## src/rtl/core/tfmr_pkg.sv

```systemverilog
package tfmr_pkg;
  localparam int unsigned FrameBitsDef = 8;
  localparam int unsigned MessageBytesDef = 16;
  localparam int unsigned FrameDepthDef = 128;
  localparam int unsigned MaxBlockFramesDef = 8;

  localparam logic [15:0] RatioReset = 16'd1280;
  localparam logic [7:0] StartNeededReset = 8'd4;
  localparam logic [7:0] TotalFramesReset = 8'd81;

  localparam logic [1:0] RegStartPattern = 2'd0;
  localparam logic [1:0] RegBlockRatio = 2'd1;
  localparam logic [1:0] RegStartNeeded = 2'd2;
  localparam logic [1:0] RegTotalFrames = 2'd3;

  typedef struct packed {
    logic [15:0] start_pattern;
    logic [15:0] block_ratio;
    logic [7:0]  start_needed;
    logic [7:0]  total_frames;
  } cfg_t;

  // Front-to-back command: store a frame, and with done set also close the message.
  typedef struct packed {
    logic        done;
    logic [15:0] frame;
  } cmd_t;
endpackage

```

## src/rtl/core/tfmr_ram.sv

```systemverilog
module tfmr_ram #(
  parameter int unsigned Width = 16,
  parameter int unsigned Depth = 128
) (
  input  logic                     clk_i,
  input  logic                     we_i,
  input  logic [$clog2(Depth)-1:0] waddr_i,
  input  logic [Width-1:0]         wdata_i,
  input  logic [$clog2(Depth)-1:0] raddr_i,
  output logic [Width-1:0]         rdata_o
);
  logic [Width-1:0] mem [Depth];

  always_ff @(posedge clk_i) begin
    if (we_i) begin
      mem[waddr_i] <= wdata_i;
    end
    rdata_o <= mem[raddr_i];
  end
endmodule

```

## src/rtl/core/tfmr_front.sv

```systemverilog
module tfmr_front
  import tfmr_pkg::*;
#(
  parameter int unsigned FrameBits = FrameBitsDef
) (
  input  logic        clk_i,
  input  logic        rst_ni,
  input  cfg_t        cfg_i,
  input  logic        in_valid_i,
  output logic        in_ready_o,
  input  logic [15:0] in_bits_i,
  output logic        cmd_valid_o,
  input  logic        cmd_ready_i,
  output cmd_t        cmd_o
);
  localparam logic [15:0] FrameMask = 16'((32'd1 << FrameBits) - 32'd1);

  logic        receiving_q;
  logic [7:0]  start_count_q;
  logic [7:0]  frame_count_q;
  logic [15:0] elapsed_q;
  logic        fire;
  logic [15:0] frame;
  logic        is_start;
  logic [15:0] el_inc;
  logic [23:0] el_q8;
  logic [8:0]  fc_inc;
  logic [8:0]  sc_inc;

  // Command slot: one entry queue toward the back end.
  logic        cmd_valid_q;
  cmd_t        cmd_q;

  assign in_ready_o  = !cmd_valid_q || cmd_ready_i;
  assign fire        = in_valid_i && in_ready_o;
  assign frame       = in_bits_i & FrameMask;
  assign is_start    = frame == (cfg_i.start_pattern & FrameMask);
  assign el_inc      = (elapsed_q != 16'hFFFF) ? elapsed_q + 16'd1 : elapsed_q;
  assign el_q8       = {el_inc, 8'd0};
  assign fc_inc      = {1'b0, frame_count_q} + 9'd1;
  assign sc_inc      = {1'b0, start_count_q} + 9'd1;
  assign cmd_valid_o = cmd_valid_q;
  assign cmd_o       = cmd_q;

  always_ff @(posedge clk_i or negedge rst_ni) begin
    if (!rst_ni) begin
      receiving_q   <= 1'b0;
      start_count_q <= '0;
      frame_count_q <= '0;
      elapsed_q     <= '0;
      cmd_valid_q   <= 1'b0;
      cmd_q         <= '0;
    end else begin
      if (cmd_valid_q && cmd_ready_i) begin
        cmd_valid_q <= 1'b0;
      end
      if (fire) begin
        elapsed_q <= el_inc;
        if (!receiving_q) begin
          if (is_start) begin
            if (start_count_q == 8'd0) begin
              elapsed_q <= '0;
            end
            start_count_q <= sc_inc[7:0];
            if (sc_inc >= {1'b0, cfg_i.start_needed}) begin
              receiving_q   <= 1'b1;
              start_count_q <= '0;
              frame_count_q <= '0;
            end
          end else if (start_count_q != 8'd0 && el_q8 > {8'd0, cfg_i.block_ratio}) begin
            elapsed_q     <= '0;
            start_count_q <= '0;
          end
        end else if (!(frame_count_q == 8'd0 && el_q8 < {8'd0, cfg_i.block_ratio}
                       && is_start)) begin
          cmd_valid_q <= 1'b1;
          cmd_q.frame <= frame;
          cmd_q.done  <= fc_inc >= {1'b0, cfg_i.total_frames};
          if (fc_inc >= {1'b0, cfg_i.total_frames}) begin
            receiving_q   <= 1'b0;
            frame_count_q <= '0;
          end else begin
            frame_count_q <= fc_inc[7:0];
          end
        end
      end
    end
  end
endmodule

```

## src/rtl/core/tfmr_back.sv

```systemverilog
module tfmr_back
  import tfmr_pkg::*;
#(
  parameter int unsigned FrameBits      = FrameBitsDef,
  parameter int unsigned MessageBytes   = MessageBytesDef,
  parameter int unsigned FrameDepth     = FrameDepthDef,
  parameter int unsigned MaxBlockFrames = MaxBlockFramesDef
) (
  input  logic        clk_i,
  input  logic        rst_ni,
  input  logic [15:0] block_ratio_i,
  input  logic        cmd_valid_i,
  output logic        cmd_ready_o,
  input  cmd_t        cmd_i,
  output logic        out_valid_o,
  input  logic        out_ready_i,
  output logic [5:0]  out_index_o,
  output logic [15:0] out_value_o,
  output logic        out_agreed_o,
  output logic        out_last_o
);
  localparam int unsigned AW = $clog2(FrameDepth);
  localparam int unsigned MW = $clog2(MaxBlockFrames + 1);
  localparam int unsigned IW = (MaxBlockFrames > 1) ? $clog2(MaxBlockFrames) : 1;
  localparam bit Nibble = (FrameBits == 4);
  localparam int unsigned NBlocks = Nibble ? 2 * MessageBytes : MessageBytes;
  localparam logic [7:0] LastBlock = 8'(NBlocks - 1);
  localparam logic [7:0] TopPair = 8'(NBlocks - 2);
  localparam logic [MW-1:0] MaxCnt = MW'(MaxBlockFrames);

  typedef enum logic [2:0] {
    StIdle, StSetup, StReadI, StWaitI, StReadJ, StWaitJ, StEmit
  } state_e;

  state_e      state_q;
  logic [10:0] wptr_q;
  logic [7:0]  blk_q;
  logic [23:0] first_q;
  logic [MW-1:0] cnt_q;
  logic [IW-1:0] i_q, j_q;
  logic [15:0] cur_q, chosen_q;
  logic [MW-1:0] hits_q, best_q;
  logic [3:0]  hi_nib_q;
  logic        hi_ag_q;
  logic        out_valid_q;
  logic [5:0]  out_index_q;
  logic [15:0] out_value_q;
  logic        out_agreed_q;
  logic        out_last_q;

  logic [23:0] prod0, prod1, first_c, end_c, rd_idx;
  logic [7:0]  blk_eff;
  logic [AW-1:0] raddr;
  logic [15:0] rdata, rval;
  logic        rd_oob_q;
  logic        we;
  logic        ag_now;
  logic [15:0] pick_now;
  logic [IW:0] i_inc, j_inc;

  // In 4-tone mode byte b is built from blocks 2*(MessageBytes-1-b) and the one after it
  assign blk_eff = Nibble ? ((TopPair - {blk_q[7:1], 1'b0}) | {7'd0, blk_q[0]}) : blk_q;

  assign cmd_ready_o = (state_q == StIdle);
  assign we = cmd_valid_i && cmd_ready_o && (wptr_q < 11'(FrameDepth));
  assign prod0   = 24'(blk_eff) * {8'd0, block_ratio_i};
  assign prod1   = prod0 + {8'd0, block_ratio_i};
  assign first_c = (prod0 + 24'd128) >> 8;
  assign end_c   = prod1 >> 8;
  assign rd_idx  = first_q + 24'((state_q == StReadJ) ? j_q : i_q);
  assign raddr   = rd_idx[AW-1:0];
  assign rval    = rd_oob_q ? 16'd0 : rdata;
  assign i_inc   = {1'b0, i_q} + 1'b1;
  assign j_inc   = {1'b0, j_q} + 1'b1;
  assign ag_now  = best_q != '0;
  assign pick_now = chosen_q;

  tfmr_ram #(.Width(16), .Depth(FrameDepth)) u_store (
    .clk_i, .we_i(we), .waddr_i(wptr_q[AW-1:0]), .wdata_i(cmd_i.frame),
    .raddr_i(raddr), .rdata_o(rdata)
  );

  always_ff @(posedge clk_i or negedge rst_ni) begin
    if (!rst_ni) begin
      state_q     <= StIdle;
      wptr_q      <= '0;
      blk_q       <= '0;
      out_valid_q <= 1'b0;
      rd_oob_q    <= 1'b0;
    end else begin
      if (out_valid_q && out_ready_i) begin
        out_valid_q <= 1'b0;
      end
      unique case (state_q)
        StIdle: begin
          if (cmd_valid_i) begin
            wptr_q <= wptr_q + 11'd1;
            if (cmd_i.done) begin
              wptr_q  <= '0;
              blk_q   <= '0;
              state_q <= StSetup;
            end
          end
        end
        StSetup: begin
          first_q  <= first_c;
          cnt_q    <= (end_c > first_c) ?
                      ((end_c - first_c > 24'(MaxBlockFrames)) ? MaxCnt
                       : MW'(end_c - first_c)) : '0;
          i_q      <= '0;
          best_q   <= '0;
          state_q  <= StReadI;
        end
        StReadI: begin
          rd_oob_q <= rd_idx >= 24'(FrameDepth);
          state_q  <= StWaitI;
        end
        StWaitI: begin
          cur_q <= rval;
          if (i_q == '0) begin
            chosen_q <= rval;
          end
          hits_q <= '0;
          j_q    <= '0;
          if (cnt_q == '0) begin
            state_q <= StEmit;
          end else begin
            state_q <= StReadJ;
          end
        end
        StReadJ: begin
          rd_oob_q <= rd_idx >= 24'(FrameDepth);
          state_q  <= StWaitJ;
        end
        StWaitJ: begin
          logic [MW-1:0] h;
          h = hits_q + MW'((j_q != i_q) && (rval == cur_q));
          hits_q <= h;
          if (MW'(j_inc) < cnt_q) begin
            j_q     <= j_inc[IW-1:0];
            state_q <= StReadJ;
          end else begin
            if (h > best_q) begin
              best_q   <= h;
              chosen_q <= cur_q;
            end
            if (MW'(i_inc) < cnt_q) begin
              i_q     <= i_inc[IW-1:0];
              state_q <= StReadI;
            end else begin
              state_q <= StEmit;
            end
          end
        end
        StEmit: begin
          if (Nibble && !blk_q[0]) begin
            hi_nib_q <= pick_now[3:0];
            hi_ag_q  <= ag_now;
            blk_q    <= blk_q + 8'd1;
            state_q  <= StSetup;
          end else if (!out_valid_q || out_ready_i) begin
            out_valid_q  <= 1'b1;
            out_index_q  <= Nibble ? blk_q[6:1] : blk_q[5:0];
            out_value_q  <= Nibble ? {8'd0, hi_nib_q, pick_now[3:0]} : pick_now;
            out_agreed_q <= Nibble ? (hi_ag_q & ag_now) : ag_now;
            out_last_q   <= (blk_q == LastBlock);
            if (blk_q == LastBlock) begin
              state_q <= StIdle;
            end else begin
              blk_q   <= blk_q + 8'd1;
              state_q <= StSetup;
            end
          end
        end
        default: state_q <= StIdle;
      endcase
    end
  end

  assign out_valid_o  = out_valid_q;
  assign out_index_o  = out_index_q;
  assign out_value_o  = out_value_q;
  assign out_agreed_o = out_agreed_q;
  assign out_last_o   = out_last_q;
endmodule

```

## src/rtl/core/tone_frame_message_receiver_top.sv

```systemverilog
// Tone frame message receiver.
// s_axis carries one frame of tone activity bits per transaction
// (tdata[15:0] active_bits). Start frames are counted while idle; once
// enough arrive the next total_frames frames are captured into a frame store.
// The transaction that stores the final frame closes the message: the back end
// then picks the most repeated frame of each time block and sends one m_axis
// transaction per message word in byte_index order (tdata: [5:0] byte_index,
// [21:6] value, [22] agreed; tlast = last word).
// Front end: one frame per cycle into a one-entry command slot while it is free.
// Back end: per time block, reads each of n frames examined (n <= the maximum
// per block) and for each all n again, one read of the single store port per
// step; an empty block takes one read. A message takes one pass per block
// after its final frame: MESSAGE_BYTES blocks, twice as many in 4-tone mode.
// During that pass s_axis_tready drops once the slot fills. A stalled m_axis
// holds the word in the output register and the back end. Reset clears all
// control state and restores register defaults; the frame store is not cleared.
// The user writes APB port registers only while idle; the block does not check.
module tone_frame_message_receiver_top
  import tfmr_pkg::*;
#(
  parameter int unsigned FrameBits      = FrameBitsDef,
  parameter int unsigned MessageBytes   = MessageBytesDef,
  parameter int unsigned FrameDepth     = FrameDepthDef,
  parameter int unsigned MaxBlockFrames = MaxBlockFramesDef
) (
  input  logic        clk_i,
  input  logic        rst_ni,
  input  logic        s_axis_tvalid,
  output logic        s_axis_tready,
  input  logic [15:0] s_axis_tdata,   // [15:0] active_bits
  output logic        m_axis_tvalid,
  input  logic        m_axis_tready,
  output logic [23:0] m_axis_tdata,   // [5:0] byte_index, [21:6] value, [22] agreed
  output logic        m_axis_tlast,
  input  logic        psel,
  input  logic        penable,
  input  logic        pwrite,
  input  logic [3:0]  paddr,
  input  logic [31:0] pwdata,
  output logic [31:0] prdata,
  output logic        pready
);
  cfg_t        cfg_q;
  logic        cmd_valid, cmd_ready;
  cmd_t        cmd;
  logic [5:0]  o_idx;
  logic [15:0] o_val;
  logic        o_ag;
  logic [1:0]  reg_sel;

  assign pready  = 1'b1;
  assign reg_sel = paddr[3:2];

  always_ff @(posedge clk_i or negedge rst_ni) begin
    if (!rst_ni) begin
      cfg_q <= '{start_pattern: 16'd0, block_ratio: RatioReset,
                 start_needed: StartNeededReset, total_frames: TotalFramesReset};
    end else if (psel && penable && pwrite) begin
      unique case (reg_sel)
        RegStartPattern: cfg_q.start_pattern <= pwdata[15:0];
        RegBlockRatio:   cfg_q.block_ratio   <= pwdata[15:0];
        RegStartNeeded:  cfg_q.start_needed  <= pwdata[7:0];
        RegTotalFrames:  cfg_q.total_frames  <= pwdata[7:0];
        default: ;
      endcase
    end
  end

  always_comb begin
    unique case (reg_sel)
      RegStartPattern: prdata = {16'd0, cfg_q.start_pattern};
      RegBlockRatio:   prdata = {16'd0, cfg_q.block_ratio};
      RegStartNeeded:  prdata = {24'd0, cfg_q.start_needed};
      RegTotalFrames:  prdata = {24'd0, cfg_q.total_frames};
      default:         prdata = '0;
    endcase
  end

  tfmr_front #(.FrameBits(FrameBits)) u_front (
    .clk_i, .rst_ni, .cfg_i(cfg_q),
    .in_valid_i(s_axis_tvalid), .in_ready_o(s_axis_tready), .in_bits_i(s_axis_tdata),
    .cmd_valid_o(cmd_valid), .cmd_ready_i(cmd_ready), .cmd_o(cmd)
  );

  tfmr_back #(
    .FrameBits(FrameBits), .MessageBytes(MessageBytes),
    .FrameDepth(FrameDepth), .MaxBlockFrames(MaxBlockFrames)
  ) u_back (
    .clk_i, .rst_ni, .block_ratio_i(cfg_q.block_ratio),
    .cmd_valid_i(cmd_valid), .cmd_ready_o(cmd_ready), .cmd_i(cmd),
    .out_valid_o(m_axis_tvalid), .out_ready_i(m_axis_tready),
    .out_index_o(o_idx), .out_value_o(o_val), .out_agreed_o(o_ag),
    .out_last_o(m_axis_tlast)
  );

  assign m_axis_tdata = {1'b0, o_ag, o_val, o_idx};

`ifndef SYNTHESIS
  a_last_idx: assert property (@(posedge clk_i) disable iff (!rst_ni)
    m_axis_tvalid && m_axis_tlast |-> o_idx == 6'(MessageBytes - 1))
    else $error("tlast on wrong word");
  a_cmd_hold: assert property (@(posedge clk_i) disable iff (!rst_ni)
    cmd_valid && !cmd_ready |=> cmd_valid && $stable(cmd))
    else $error("command dropped");
  a_out_hold: assert property (@(posedge clk_i) disable iff (!rst_ni)
    m_axis_tvalid && !m_axis_tready |=> m_axis_tvalid && $stable(m_axis_tdata))
    else $error("result dropped");
`endif
endmodule
```

## config.mk

```make
export PLATFORM = sky130hd
export DESIGN_NAME = tone_frame_message_receiver_top
export DESIGN_NICKNAME = d
export VERILOG_FILES = /design/src/rtl/core/tfmr_pkg.sv /design/src/rtl/core/tfmr_ram.sv /design/src/rtl/core/tfmr_front.sv /design/src/rtl/core/tfmr_back.sv /design/src/rtl/core/tone_frame_message_receiver_top.sv
export SDC_FILE = /design/constraint.sdc
export NUM_CORES = 2
export LEC_CHECK = 0
export BUFFER_PORTS_ARGS = -buffer_cell sky130_fd_sc_hd__buf_2
export CORE_MARGIN = 2
export CORE_UTILIZATION = 49
export CTS_CLUSTER_SIZE = 30
export DETAILED_ROUTE_END_ITERATION = 7
export GPL_TIMING_DRIVEN = 0
export RECOVER_POWER = 50
export SYNTH_ARGS = -nofsm -noshare
export SYNTH_HDL_FRONTEND = slang
export SYNTH_HIERARCHICAL = 1
export SYNTH_SLANG_ARGS = --single-unit
```

## constraint.sdc

```tcl
create_clock -name clk_i -period 11.8 [get_ports clk_i]
set_input_delay 2.36 -clock clk_i [delete_from_list [all_inputs] [get_ports clk_i]]
set_output_delay 2.36 -clock clk_i [all_outputs]
set_load 0.005 [all_outputs]
```

==> flow_summary_export.csv <==
group,metric,value,unit
grt,grt-ovfl-total,0,
clock_tree,cts.sinks,2269,
synthesis,synth_edf_count,2138,
grt,grt_pass1_vias,47700,
run_status,violations,"capacitance limit, slew limit",
detailed_routing,drt_iter0_drc,5355,
final_layout,design_area,108000,µm²
detailed_routing,firstDrtPassIters,6,
critical_path,cp_num_buf_inv,7,
run_status,outcome,"finished, violations left",
clock_tree,cts-resized-gates,0,
synthesis,syn_avg_cell_area,19.9,µm²
clock_tree,root_buffer,"clkbuf_16",
final_layout,syn2layout_area_growth,13.0,%
clock_tree,cts_tree,"built",
synthesis,synth_area_leaders,"edfxtp_1 (67%), mux4_2 (16%), dfrtp_1 (2.9%)",
job,maxCapViolCount,20,
clock_tree,cts_buffers,226,
floorplan,start_util,49.1,%
final_layout,nNetsFinal,5516,
timing,worst_pin_slew,4.48,ns
grt,track_usage,24.7,%
floorplan,design.core.area,194000,µm²
final_layout,multi_input_area,26600,µm²
hold_path,min_path_type,"flop to flop",
synthesis,syn_inst,4804,
synthesis,synthFlopType,"edfxtp_1",
timing,rsz0062_at_grt,"no",
timing,final.setup.tns,0,ns
timing,finalMaxSlewViolations,1204,
clock_tree,cts_setup_buffers,0,
timing,hold_slack,0.409,ns
critical_path,worstPathArrival,10.50,ns
critical_path,critPathSlowestCell,"a221oi_1",
detailed_routing,drc,0,
grt,grt_pass1_wl,348000,µm
synthesis,synthArstFlopShare,5.07,%
critical_path,cp_top_family,"adder cells",
timing,finalCriticalPeriod,9.91,ns
placement,dp_slack,1.90,ns
critical_path,cp_max_fo,10,
clock_tree,clock_path_buffers,3,
synthesis,synth.most_common_cell,"edfxtp_1",
timing,worst_slack,1.89,ns
timing,slew_headroom,-198,%
clock_tree,h-tree-depth,4,
floorplan,die_h,445,µm
synthesis,ys_seq_area_share,70.6,%
detailed_routing,wire_per_inst,30.5,µm
synthesis,ys_ff_latch,2269,
power,power,29500,µW
synthesis,synth_cell_types,100,
critical_path,start_kind,"flop",
power,irDropWorstVdd,0.231,mV
floorplan,row_count,162,
synthesis,yosysTopAreaCell,"edfxtp_1",
grt,antenna_found_initial,22,
timing,final_hold_viol_count,0,
clock_tree,hold_buffers,0,
final_layout,seqCellArea,67400,µm²
placement,hpwlAfterDp,165000,µm
critical_path,critPathKind,"flop to flop",
synthesis,synth_common_cells,"edfxtp_1 (2138), mux4_2 (675), nor2_1 (206)",
grt,grt_max_degree,129,
detailed_routing,via_per_inst,6.05,
critical_path,max_stage_delay,0.60,ns
detailed_routing,routed_wl,243000,µm
clock_tree,clk_latency,0.86,ns
detailed_routing,vias,48300,
placement,io_buffers,72,
synthesis,yosys_warnings,6,
final_layout,drive_gt1_share,26.7,%
critical_path,end_kind,"flop",
placement,place_congestion,0.900,
floorplan,dieArea,198000,µm²
final_layout,nFillCells,14700,
power,p_leak,0.0352,µW
timing,timing.final.crit_share,84.0,%
timing,setup_viol,0,
timing,fmax,101,MHz
synthesis,synth_top_area_share,67.2,%
floorplan,io_pins,119,
floorplan,die-width,445,µm
synthesis,syn_area,95500,µm²
clock_tree,clk_pin_slew,0.07,ns
critical_path,cp.required,12.39,ns
timing,skew,0.0314,ns
power,p_per_area,273,nW/µm²
placement,post_dp_cell_area,101000,µm²
detailed_routing,ant_nets,0,
[registers in the layout, summed over array words and instances (netlist names), 3 cells and up]
name                    count
u_back/u_store/mem       2048
cfg_q                      48
u_back/chosen_q            16
u_back/cur_q               16
u_back/first_q             16
u_back/out_value_o         16
u_back/u_store/rdata_o     16
u_front/elapsed_q          16
u_back/wptr_q              11
u_front/cmd_o               9
u_back/blk_eff              8
u_front/frame_count_q       8
u_front/start_count_q       8
u_back/out_index_o          6
u_back/best_q               4
u_back/cnt_q                4
u_back/hits_q               4
u_back/i_q                  3
u_back/j_q                  3
u_back/state_q              3
[cell families (layout without fill, tap and decap cells)]
kind of cell	after synthesis	in the layout	share of synthesized area, %
AOI/OAI and AO/OA	233	233	1.72
xor gates and xnor gates	120	120	1.12
adders and majority gates	213	213	3.47
buffers and inverters	420	1030	1.90
DFF	2269	2269	70.6
muxes	771	771	17.2
other	3	31	0.0118
and+or+nand+nor	775	775	4.05
[final cells by class]
cell class,count,area share (%)
Antenna cell,5,0.0116
Inverter,178,0.619
Timing Repair Buffer,189,1.61
Buffer,242,1.05
Clock inverter,145,1.09
Multi-Input combinational cell,2138,24.6
Tap cell,2542,2.95
Sequential cell,2269,62.5
Clock buffer,276,5.58
[through the flow]
step                      instances  util, %
after floorplan                4827        -
after global placement         7441     51.0
after detailed placement       7558     52.2
after CTS                      7979     55.9
after global routing           7981     55.5
final                          7984     55.5
[path summary, 6_finish.rpt]
check,from,to,slack (ns),cells after the start
min in group asynchronous,rst_ni,cfg_q[27]$_DFFE_PN0P_,2.76,1
min reg2reg,u_back/chosen_q[11]$_DFFE_PP_,u_back/out_value_o[11]$_DFFE_PP_,0.41,0
max in group asynchronous,rst_ni,u_back/state_q[0]$_DFFE_PN0P_,4.81,2
min,u_back/chosen_q[11]$_DFFE_PP_,u_back/out_value_o[11]$_DFFE_PP_,0.41,0
max,u_back/blk_eff[5]$_DFFE_PN0P_,u_back/cnt_q[3]$_SDFFCE_PP0P_,1.89,35
max reg2reg,u_back/blk_eff[5]$_DFFE_PN0P_,u_back/cnt_q[3]$_SDFFCE_PP0P_,1.89,35
[power breakdown]
group / total, µW / internal [µW] / switching, µW
sequential: 9430 / 9180 / 247
combinational: 13100 / 5540 / 7550
clock: 6960 / 3900 / 3060
total: 29500 / 18600 / 10900
[layout by cell type (no fill, tap or decap), types with 28 or more instances in the layout]
master and n:
ha_1 127, o21ai_0 48, nand3_1 58, inv_1 177
edfxtp_1 2138, and2_1 90, nand2_1 197, clkbuf_1 208
nor3_1 33, mux2_2 65, buf_8 57, xnor2_1 49
xor2_1 68, nor2b_1 35, dfrtp_1 109, buf_2 107
nor2_2 89, buf_1 28, fa_1 86, buf_4 30
clkinv_2 43, nor2_1 118, a21oi_1 48, mux4_2 675
clkbuf_16 234, clkinv_1 58
[per-layer routing]
metal,vias to the layer above,GRT usage [%],wire [µm]
met1,25900,36.2,102000
li1,20300,-,-
met2,1756,38.5,115000
met5,-,0,41
met4,6,7.49,7930
met3,355,3.95,17800
Power figures use the tool's default switching activity.
